### src/sv/tlbpt_ram.sv
// Generic single-port RAM with registered read.
// No dependencies.
`timescale 1ns / 1ps
module tlbpt_ram #(
  parameter int Width = 8,
  parameter int Depth = 16
) (
  input  logic                     clk,
  input  logic                     we,
  input  logic [$clog2(Depth)-1:0] addr,
  input  logic [Width-1:0]         wdata,
  output logic [Width-1:0]         rdata
);
  logic [Width-1:0] mem [Depth];
  always_ff @(posedge clk) begin
    if (we) mem[addr] <= wdata;
    rdata <= mem[addr];
  end
endmodule

### config.mk
export PLATFORM = sky130hd
export DESIGN_NAME = tlbpt_ram
export DESIGN_NICKNAME = d
export VERILOG_FILES = /design/src/sv/tlbpt_ram.sv
export SDC_FILE = /design/constraint.sdc
export NUM_CORES = 1
export LEC_CHECK = 0
export ABC_AREA = 1
export BUFFER_PORTS_ARGS = -buffer_cell sky130_fd_sc_hd__buf_2
export CAP_MARGIN = 20
export CORE_MARGIN = 2
export CORE_UTILIZATION = 35
export CTS_CLUSTER_SIZE = 28
export DETAILED_ROUTE_END_ITERATION = 10
export HOLD_SLACK_MARGIN = 0.08
export MAX_ROUTING_LAYER = met4
export PLACE_DENSITY = 0.57
export SETUP_SLACK_MARGIN = 0.1
export SYNTH_ARGS = -nofsm -noshare
export SYNTH_HDL_FRONTEND = slang
export SYNTH_SLANG_ARGS = --single-unit
### constraint.sdc
create_clock -name clk -period 2.98 [get_ports clk]
set_clock_uncertainty 0.05 [all_clocks]
set_input_delay 0.596 -clock clk [delete_from_list [all_inputs] [get_ports clk]]
set_output_delay 0.596 -clock clk [all_outputs]
set_load 0.05 [all_outputs]
# Word-level counts from Yosys, hierarchy flattened
# Memories as Yosys holds them, arrays and structs flattened. A register that Yosys moved wholly into a read port is not among the register bits.
# Cells that the tools add are included.
totals:
  ff_bits: 0
  mem_bits_rw: 128
  in_bits: 14
  out_inout_bits: 8
  wordCells: 3
  n_memories: 1
op_classes:
  mux: 2
memory_table:
  columns: ["name", "words", "word_bits", "rd", "rd_clocked_by_memory_dff", "write_ports", "line", "text"]
  rows:
  - ["mem", 16, 8, 1, 1, 1, "14", "logic [Width-1:0] mem [Depth];"]
ops:
  columns: ["operator", "count"]
  rows:
  - ["2-to-1 mux 1 bit", 2]

# Logic depth before layout (Yosys ltp)
# Gate-level depths: netlist (run 1).
logic_depth:
  ltp_word: 2
  ltp_mapped: 11
  mapped_depth_nobuf: 9

# Least setup slack after synthesis (run 1)
# Ideal clock, no wire load.
synth_path:
  path_kind: "input to register"
  from: "in addr[1]"
  to: "mem mem[3][0], enable pin"
  setup_time_ns: 0.370
  t_arrival_ns: 1.603
  path_slack_ns: 0.957
  cell_stages: 4
  cell_sequence: "buf_2 -> clkbuf_1 -> nand3_1 -> nor2_1"
synth_lines:
  columns: ["element", "line", "text"]
  rows:
  - ["start: declaration", "10", "input logic [$clog2(Depth)-1:0] addr,"]
  - ["end: declaration", "14", null]
# No word-level cell before the write port.

# Worst setup path after layout (run 1)
layout_path:
  from: "in addr[0]"
  to: "mem mem[13][5], enable pin"
# No word-level cell before the write port.

==> impl_results.md, run 1 <==
* Fraction of the mapped netlist area in simple logic gates at 24.8%
* Clock tree from TritonCTS: built
* Final Cycle Share at 70.3%
* Main synth FF type: sky130_fd_sc_hd__edfxtp_1
* Final-report max-slew violation count at 0
* Delay-heaviest family, CP: simple AND/OR/NAND/NOR gates
* Library cell occupying the most area in the post-synthesis netlist: sky130_fd_sc_hd__edfxtp_1
* Sum of overflow across all layers after global routing at 0
* Clk_lat worst skew at 0.43 ns
* Master cell of the clock root buffer: sky130_fd_sc_hd__clkbuf_16
* Timing-limited maximum frequency at 477 MHz
* Post-CTS Repair Setup Buffers at 0
* Largest net degree at the start of global routing at 49
* XOR/XNOR share of the synthesized area at 0%
* Synth cell types at 11
* Pre-CTS WS at 0.441 ns
* Stages on the worst setup path at 4
* Count of state elements after synthesis at 136
* Number of synthesized flops with an enable pin at 128
* Global routing met2 resource utilization at 25.6%
* Post-layout min period at 2.09 ns
* Worst slew margin relative to its limit at 50.8%
* Met1 Use GR at 19.7%
* Number of antenna violations at the first check in global routing at 0
* Final critical-path setup slack at 0.886 ns
* Number of optimization iterations in the first detailed-route pass at 7
* Drt total wl at 12300 um
* Most frequent cell after synthesis: sky130_fd_sc_hd__nand2_1
* Fraction of layout instances using a drive strength above 1 at 10.4%
* Largest stage delay on the critical path at 0.63 ns
* Number of antenna diodes at 0
* Synth Instances at 548
* CTS Hold Buffers Added at 0
* Number of I/O port buffers at 21
* Top-area cell type share of the netlist area at 68.7%
* Critical path cell sequence: buf_2 -> buf_4 -> nand3_1 -> nor2_1
* HPWL after detailed placement at 7850 um
* Class of the worst hold path: in -> reg
* Gp weighted congestion at 0.916
* Sum Neg Setup Slack at 0 ns
* Final core utilization at 41.3%
* Clock slew seen by the registers of the worst setup and hold paths at 0.06 ns
* Global-route wire length before repair at 19000 um
* Count of endpoints failing setup in the final report at 0
* RSZ-0062 raised after global routing: no
* Fraction of the mapped netlist area in adder cells at 0%
* GRT Overall Usage at 16.1%
* Crit path launch type: input port
* Run status: complete, no violations
* Resized cells post-CTS at 0
* Part of the Yosys area used for sequential elements at 71.6%
* Area added between synthesis and finish at 16.4%
* Data arrival time of the critical path at 2.10 ns
* Startpoint of the most critical setup path: addr[0]
* Placed instance count at 771
* Antenna viol nets, final at 0
* Per-cell via count in the routed design at 4.51
* Largest voltage drop on the vdd net at 0.383 mV
* H-tree levels at 4
* GRT Max-Usage Layer: met2
* Vert. Die Dim at 130 um
* Met3 track demand over resource in global routing at 3.71%
* Inserted Clock Buffers at 17
* Buffers & Inverters on Critical Path at 2
* Horizontal extent of the die at 130 um
* Top cell types by occurrence after synthesis: sky130_fd_sc_hd__nand2_1, sky130_fd_sc_hd__edfxtp_1, sky130_fd_sc_hd__inv_1
* Depth of the worst register-to-register path at 8
* Share of async-settable or async-resettable flops after synthesis at 0%
* Power per cell area at 702 nW/um2
* Wire length per cell after detailed routing at 15.4 um
* Library cell contributing the largest single delay on the critical path: sky130_fd_sc_hd__nor2_1
* Compound-gate portion of the synthesized area at 0%
* Required @ worst endpoint at 2.99 ns
* Type of element capturing the critical path: flop
* Die footprint at 17000 um2
* Summed area of non-filler cells in the final layout at 6510 um2
* CP max FO at 43
* Number of warnings reported in the yosys synthesis log at 0
* Vias in the first global route at 3566
* Cell Area, Synth at 5590 um2
* Site row count at 46
* Final routed DRC violation total at 0
* Static Leakage at 0.00275 uW
* I/O pin cnt at 22
* Type of the worst setup path: in -> reg
* Count of maximum capacitance violations at 0
* Largest cells by area after synthesis: sky130_fd_sc_hd__edfxtp_1, sky130_fd_sc_hd__nand2_1, sky130_fd_sc_hd__dfxtp_1, sky130_fd_sc_hd__inv_1, sky130_fd_sc_hd__nor2_1
* Actual slew at the worst max-slew pin at 0.735 ns
* Crit path to: mem[13][5]$_DFFE_PP_
* Area of the placeable core at 15800 um2
* First-iteration detailed-routing DRC count at 269
* Average instance area after synthesis at 10.2 um2
* Detailed-route via count at 3622
* Final standard cell count with taps included and fillers excluded at 803
* Sinks on the clock net at 136
* Net count, final at 588
* Net Count, Synth at 562
* Maximum clock insertion buffer count at 2
* Worst reg2reg endpoint: rdata[7]$_DFF_P_
* Hold Path Cell Cnt at 1
* Worst R2R Start: mem[2][7]$_DFFE_PP_
* Setup slack of the worst register-to-register path at 1.87 ns
* Starting density of the core at 35.5%
* Endpoints failing hold at 0
* Main combinational cell family by area after synthesis: simple AND/OR/NAND/NOR gates
* Placed Area at 5900 um2
* Share of cell area taken by muxes after synthesis at 0%
[sequential cells by signal (all words and copies together), names as in the netlist]
signal / cells
mem: 128
rdata: 8
[how the worst min path moves through the flow]
stage	to	start	slack (ns)
detailed placement	rdata[5]$_DFF_P_	mem[10][5]$_DFFE_PP_	0.65
CTS	mem[7][2]$_DFFE_PP_	wdata[2]	0.55
global route	mem[7][2]$_DFFE_PP_	wdata[2]	0.56
global placement	rdata[6]$_DFF_P_	mem[10][6]$_DFFE_PP_	0.64
finish	mem[0][2]$_DFFE_PP_	wdata[2]	0.54
floorplan	rdata[0]$_DFF_P_	mem[0][0]$_DFFE_PP_	0.59
[through the flow]
step | hold WS (ns) | power (uW)
4_1_cts | 0.551 | 4590
2_1_floorplan | 0.593 | 2380
6_report | 0.544 | 4570
3_3_place_gp | 0.640 | 2490
3_5_place_dp | 0.654 | 2490
5_1_grt | 0.561 | 4710
[cells by family after synthesis]
group	count (synthesis)
buffers and inverters	44
AND/OR/NAND/NOR	368
flip-flops	136
[cell usage in the layout, fill, tap and decap left out]
cell and n:
sky130_fd_sc_hd__nand2_1 346, sky130_fd_sc_hd__inv_2 1, sky130_fd_sc_hd__clkinv_4 6, sky130_fd_sc_hd__buf_2 21, sky130_fd_sc_hd__nor2_1 18, sky130_fd_sc_hd__clkinv_1 1
sky130_fd_sc_hd__inv_1 21, sky130_fd_sc_hd__buf_4 7, sky130_fd_sc_hd__clkinvlp_4 3, sky130_fd_sc_hd__clkinv_2 3, sky130_fd_sc_hd__edfxtp_1 128, sky130_fd_sc_hd__nand3_1 4
sky130_fd_sc_hd__bufinv_16 3, sky130_fd_sc_hd__clkbuf_16 17, sky130_fd_sc_hd__dfxtp_1 8
[metal layers]
metal,wire (um),part of all wire (%)
met1,5540,45
met2,5940,48
met3,507,4.1
met4,351,2.8
met5,0,0
[final cells by class]
class,instances,area (um2)
Clock buffer,17,425
Clock inverter,15,180
Fill cell,1500,9260
Inverter,23,86.3
Multi-Input combinational cell,368,1390
Sequential cell,136,4000
Tap cell,216,270
Timing Repair Buffer,28,158
[power breakdown]
| part | leakage (uW) | internal, uW | switching [uW] | total [uW] |
|---|---|---|---|---|
| Sequential | 0.00122 | 2140 | 10.8 | 2150 |
| Clock | 0.000289 | 1310 | 809 | 2120 |
| Combinational | 0.00124 | 67.1 | 229 | 297 |
Power figures use the tool's default switching activity.
==> run 2: changes to the inputs <==
- ABC_AREA: 1 -> 0
- clock period: 2.98 -> 2.1 ns (I/O delays scaled with it)
==> run 2 against run 1 <==
Net effect:
- area after synthesis is 9.4% lower
- sequential share of layout area increased by 3.3 points
- worst hold slack got worse by 0.20 ns
- worst setup slack got worse by 0.31 ns
- die area decreased by 9.1%
- critical path depth shrank 3
- largest cell class unchanged
- non-clock buffer count is 15 higher
- cell count down 41%
- core utilization is 2.9 points higher
- synthesized cell count is 58% lower
==> impl_results.md, run 2 <==
* Clk_lat worst skew at 0.41 ns
* Top cell types by occurrence after synthesis: sky130_fd_sc_hd__edfxtp_1, sky130_fd_sc_hd__mux4_2, sky130_fd_sc_hd__a22oi_1
* Number of synthesized flops with an enable pin at 128
* Resized cells post-CTS at 0
* Worst R2R Start: mem[3][3]$_DFFE_PP_
* Count of state elements after synthesis at 136
* Most common cell after layout, fill and taps aside: sky130_fd_sc_hd__edfxtp_1
* Die footprint at 15500 um2
* Part of the Yosys area used for sequential elements at 79.0%
* Number of flip-flops under the largest register name at 128
* Most used cells in the layout excluding fill and tap cells: sky130_fd_sc_hd__edfxtp_1, sky130_fd_sc_hd__mux4_2, sky130_fd_sc_hd__buf_2
* Wire length per cell after detailed routing at 21.1 um
* Gp weighted congestion at 0.739
* Starting density of the core at 36.2%
* Stages on the worst setup path at 1
* Clock tree from TritonCTS: built
* Master cell of the clock root buffer: sky130_fd_sc_hd__clkbuf_16
* Cell Area, Synth at 5070 um2
* Most frequent cell after synthesis: sky130_fd_sc_hd__edfxtp_1
* Largest cells by area after synthesis: sky130_fd_sc_hd__edfxtp_1, sky130_fd_sc_hd__mux4_2, sky130_fd_sc_hd__dfxtp_1, sky130_fd_sc_hd__a22oi_1, sky130_fd_sc_hd__nor2_1
* Largest net degree at the start of global routing at 40
* Largest reg by FF count: mem
* RSZ-0062 raised after global routing: no
* GRT Overall Usage at 14.2%
* CTS Hold Buffers Added at 0
* Top-area cell type share of the netlist area at 75.9%
* Timing-limited maximum frequency at 658 MHz
* Endpoints failing hold at 0
* Placed instance count at 442
* Sum of overflow across all layers after global routing at 0
* Count of maximum capacitance violations at 0
* Final standard cell count with taps included and fillers excluded at 474
* Maximum clock insertion buffer count at 2
* Final Cycle Share at 72.4%
* Drt total wl at 9990 um
* Area added between synthesis and finish at 21.9%
* Setup slack of the worst register-to-register path at 0.70 ns
* Final total power at 6570 uW
* Required @ worst endpoint at 1.63 ns
* Vert. Die Dim at 124 um
* Final critical-path setup slack at 0.580 ns
* Final routed DRC violation total at 0
* Final-report max-slew violation count at 0
* Sinks on the clock net at 136
* I/O pin cnt at 22
* Worst slew margin relative to its limit at 56.4%
* Inserted Clock Buffers at 17
* Post-layout min period at 1.52 ns
* Class of the worst hold path: in -> reg
* Net count, final at 295
* Count of endpoints failing setup in the final report at 0
* Net Count, Synth at 244
* Horizontal extent of the die at 124 um
* First-iteration detailed-routing DRC count at 236
* Worst reg2reg endpoint: rdata[3]$_DFF_P_
* Site row count at 43
* Run status: complete, no violations
* Static Leakage at 0.00205 uW
* Post-CTS Repair Setup Buffers at 0
* Critical path cell sequence: buf_2
* Average instance area after synthesis at 22.0 um2
* Share of async-settable or async-resettable flops after synthesis at 0%
* Actual slew at the worst max-slew pin at 0.651 ns
* H-tree levels at 4
* Largest voltage drop on the vdd net at 0.586 mV
* Synth Instances at 230
* Number of I/O port buffers at 21
* Buffers & Inverters on Critical Path at 1
* Sum Neg Setup Slack at 0 ns
* Library cell contributing the largest single delay on the critical path: sky130_fd_sc_hd__dfxtp_1
* Data arrival time of the critical path at 1.05 ns
* Number of optimization iterations in the first detailed-route pass at 4
* Type of element capturing the critical path: primary output
* Clock slew seen by the registers of the worst setup and hold paths at 0.06 ns
* Main synth FF type: sky130_fd_sc_hd__edfxtp_1
* Final core utilization at 44.2%
* Delay-heaviest family, CP: flip-flops
* Detailed-route via count at 2386
* Per-cell via count in the routed design at 5.03
* Crit path launch type: flop
* Synth cell types at 18
* Number of antenna diodes at 0
* Area of the placeable core at 14000 um2
* Library cell occupying the most area in the post-synthesis netlist: sky130_fd_sc_hd__edfxtp_1
* Number of antenna violations at the first check in global routing at 0
* Largest stage delay on the critical path at 0.35 ns
* Pre-CTS WS at 0.192 ns
* HPWL after detailed placement at 6300 um
* Power per cell area at 1060 nW/um2
* CP max FO at 1
* Vias in the first global route at 2498
* Startpoint of the most critical setup path: rdata[0]$_DFF_P_
* Antenna viol nets, final at 0
* Depth of the worst register-to-register path at 3
* Global-route wire length before repair at 15600 um
* Type of the worst setup path: reg -> out
* Top Registers: mem x128, rdata x8
* Fraction of layout instances using a drive strength above 1 at 35.4%
* Number of warnings reported in the yosys synthesis log at 0
* Crit path to: rdata[0]
run 2: worst min-delay path by stage:
stage	from	end	slack, ns	cells past startpoint
after floorplan	wdata[0]	mem[0][0]$_DFFE_PP_	0.47	0
after global placement	mem[15][2]$_DFFE_PP_	rdata[2]$_DFF_P_	0.60	3
after detailed placement	mem[6][0]$_DFFE_PP_	rdata[0]$_DFF_P_	0.61	3
after CTS	wdata[1]	mem[8][1]$_DFFE_PP_	0.34	1
after global routing	wdata[5]	mem[3][5]$_DFFE_PP_	0.35	1
final	wdata[1]	mem[8][1]$_DFFE_PP_	0.35	1
run 2: metrics by stage:
stage / hold WS [ns] / area, um2
5_1_grt: 0.354 / 6180
3_5_place_dp: 0.614 / 5540
6_report: 0.348 / 6180
3_3_place_gp: 0.604 / 5540
2_1_floorplan: 0.469 / 5070
4_1_cts: 0.339 / 6180
run 2: logic make-up after synthesis:
logic type             count (synthesis)  synth area share (%)
AOI/OAI and AO/OA                     16                  2.37
DFF                                  136                  79.0
and+or+nand+nor                       35                  3.21
muxes                                 32                  14.2
buffers and inverters                 11                  1.19
run 2: per-layer routing:
layer  track usage (%)  routed length, um  vias up
li1                  -                  -     1063
met1              18.6               4610     1267
met2              21.7               4950       42
met3              2.58                232       14
met4              6.74                200        0
met5                 -                  0        -
run 2: layout make-up:
cell class                      instances  area, um2
Tap cell                              180        225
Sequential cell                       136       4000
Timing Repair Buffer                   43        308
Clock buffer                           19        433
Clock inverter                         13        203
Fill cell                            1198       7810
Multi-Input combinational cell         83       1000
run 2: power breakdown:
part           switching [uW]  leakage, uW  internal (uW)
clock network            1070     0.000298           2100
logic                     223     0.000524            128
registers                17.9      0.00122           3040
==> run 3: changes to the inputs <==
- clock period: 2.1 -> 1.48 ns (I/O delays scaled with it)
==> run 3 against run 2 <==
Net effect:
- register-to-register slack lost 0.57 ns
- global-route usage grew 0.052 points
- combinational power grew 67%
- power grew 43%
- cell area grew 7.1%
- count of clock-buffer cells in the layout grew 6
- clock power grew 42%
- sequential power grew 42%
- first-iteration DRC count grew 8.1%
- worst hold slack lost 0.12 ns
- die area is the same
- critical endpoint is now rdata[4]$_DFF_P_
- largest cell class unchanged
==> impl_results.md, run 3 (same netlist as run 2, synthesis figures left out) <==
* Die footprint at 15500 um2
* Inserted Clock Buffers at 17
* Net count, final at 310
* Filler cell count at 1174
* Largest voltage drop on the vdd net at 0.614 mV
* Actual slew at the worst max-slew pin at 0.878 ns
* Final-report max-slew violation count at 0
* Clk_lat worst skew at 0.41 ns
* Worst slew margin relative to its limit at 41.3%
* Antenna viol nets, final at 0
* Sum Neg Setup Slack at 0 ns
* Number of antenna diodes at 0
* First-iteration detailed-routing DRC count at 255
* Top Registers: mem x128, rdata x8
* Clock tree from TritonCTS: built
* Worst R2R Start: mem[3][4]$_DFFE_PP_
* Per-cell via count in the routed design at 4.99
* Timing-limited maximum frequency at 740 MHz
* Post-CTS Repair Setup Buffers at 0
* Count of endpoints failing setup in the final report at 0
* Pre-CTS WS at -0.365 ns
* Type of element capturing the critical path: flop
* Crit path to: rdata[4]$_DFF_P_
* Summed area of non-filler cells in the final layout at 6620 um2
* Depth of the worst register-to-register path at 3
* Most common cell after layout, fill and taps aside: sky130_fd_sc_hd__edfxtp_1
* Number of flip-flops under the largest register name at 128
* Clock slew seen by the registers of the worst setup and hold paths at 0.06 ns
* Area of the placeable core at 14000 um2
* Largest net degree at the start of global routing at 21
* Power per cell area at 1420 nW/um2
* GRT Overall Usage at 14.3%
* Run status: complete, no violations
* Starting density of the core at 36.2%
* Number of optimization iterations in the first detailed-route pass at 4
* Required @ worst endpoint at 1.71 ns
* Wire length per cell after detailed routing at 20.2 um
* Flip-flop and latch area at 4000 um2
* Site row count at 43
* Worst reg2reg endpoint: rdata[4]$_DFF_P_
* Setup slack of the worst register-to-register path at 0.13 ns
* Sum of overflow across all layers after global routing at 0
* Number of antenna violations at the first check in global routing at 0
* Horizontal extent of the die at 124 um
* Number of I/O port buffers at 21
* Final critical-path setup slack at 0.129 ns
* Static Leakage at 0.00218 uW
* Detailed-route via count at 2442
* Placed Area at 5960 um2
* Fraction of layout instances using a drive strength above 1 at 45.0%
* HPWL after detailed placement at 6680 um
* Sinks on the clock net at 136
* Count of maximum capacitance violations at 0
* CP max FO at 1
* Post-layout min period at 1.35 ns
* H-tree levels at 4
* Largest reg by FF count: mem
* Master cell of the clock root buffer: sky130_fd_sc_hd__clkbuf_16
* Most used cells in the layout excluding fill and tap cells: sky130_fd_sc_hd__edfxtp_1, sky130_fd_sc_hd__mux4_2, sky130_fd_sc_hd__buf_4
* Global-route wire length before repair at 15800 um
* Drt total wl at 9890 um
* Type of the worst setup path: reg -> reg
* Final routed DRC violation total at 0
* Endpoints failing hold at 0
* Vias in the first global route at 2656
* Hold Path Cell Cnt at 1
* Startpoint of the most critical setup path: mem[3][4]$_DFFE_PP_
* Gp weighted congestion at 0.710
* Vert. Die Dim at 124 um
* Class of the worst hold path: in -> reg
* Crit path launch type: flop
* Final core utilization at 47.3%
* RSZ-0062 raised after global routing: yes
* Area added between synthesis and finish at 30.5%
* I/O pin cnt at 22
* Maximum clock insertion buffer count at 2
* Combined area of the multi-input logic cells at 1170 um2
* Final Cycle Share at 91.3%
* Data arrival time of the critical path at 1.58 ns
run 3: changes by cell type in the layout (fill, tap and decap cells not counted), sizes merged:
cell | before | now
clkinvlp | 3 | 1
buf | 43 | 58
clkbuf | 19 | 25
clkinv | 5 | 1
run 3: layout make-up:
class | instances | area share, %
clock buffers | 25 | 7.04
clock inverters | 7 | 2.52
multi-input cells | 83 | 17.6
flip-flops and latches | 136 | 60.5
well taps | 180 | 3.40
repair buffers | 58 | 8.89
run 3: timing repair:
action / 4_1_cts / 5_1_grt
pin swaps: 0 / 2
resized for setup: 4 / 2
hold buffers: 0 / 0
setup endpoints to repair: 4 / 3
run 3: power breakdown:
group,internal (uW),switching [uW],leakage (uW)
sequential,4310,24.6,0.00122
clock,3040,1460,0.000300
combinational,237,351,0.000660
total,7580,1830,0.00218
run 3: critical path: stages, from the launching register on:
cell and delay (ns):
sky130_fd_sc_hd__edfxtp_1 0.37, sky130_fd_sc_hd__mux4_2 0.48, sky130_fd_sc_hd__a22oi_2 0.23, sky130_fd_sc_hd__nand2_1 0.10
run 3: how the worst min path moves through the flow:
stage | startpoint | to
2_1_floorplan | wdata[0] | mem[0][0]$_DFFE_PP_
3_3_place_gp | mem[14][1]$_DFFE_PP_ | rdata[1]$_DFF_P_
3_5_place_dp | mem[14][1]$_DFFE_PP_ | rdata[1]$_DFF_P_
4_1_cts | wdata[7] | mem[7][7]$_DFFE_PP_
5_1_grt | wdata[5] | mem[12][5]$_DFFE_PP_
6_report | wdata[5] | mem[12][5]$_DFFE_PP_
run 3: routing by layer:
metal,track usage (%),vias to the layer above,wire (um)
met3,2.92,13,442
met5,-,-,0
met4,5.95,0,194
met1,18.1,1273,4170
met2,22.7,56,5090
li1,-,1100,-
run 3: per-stage QoR:
step,instances,hold WS [ns],total power [uW]
after floorplan,230,0.345,4760
after global placement,457,0.616,4990
after detailed placement,457,0.610,5000
after CTS,489,0.214,9490
after global routing,489,0.230,9720
final,489,0.228,9420
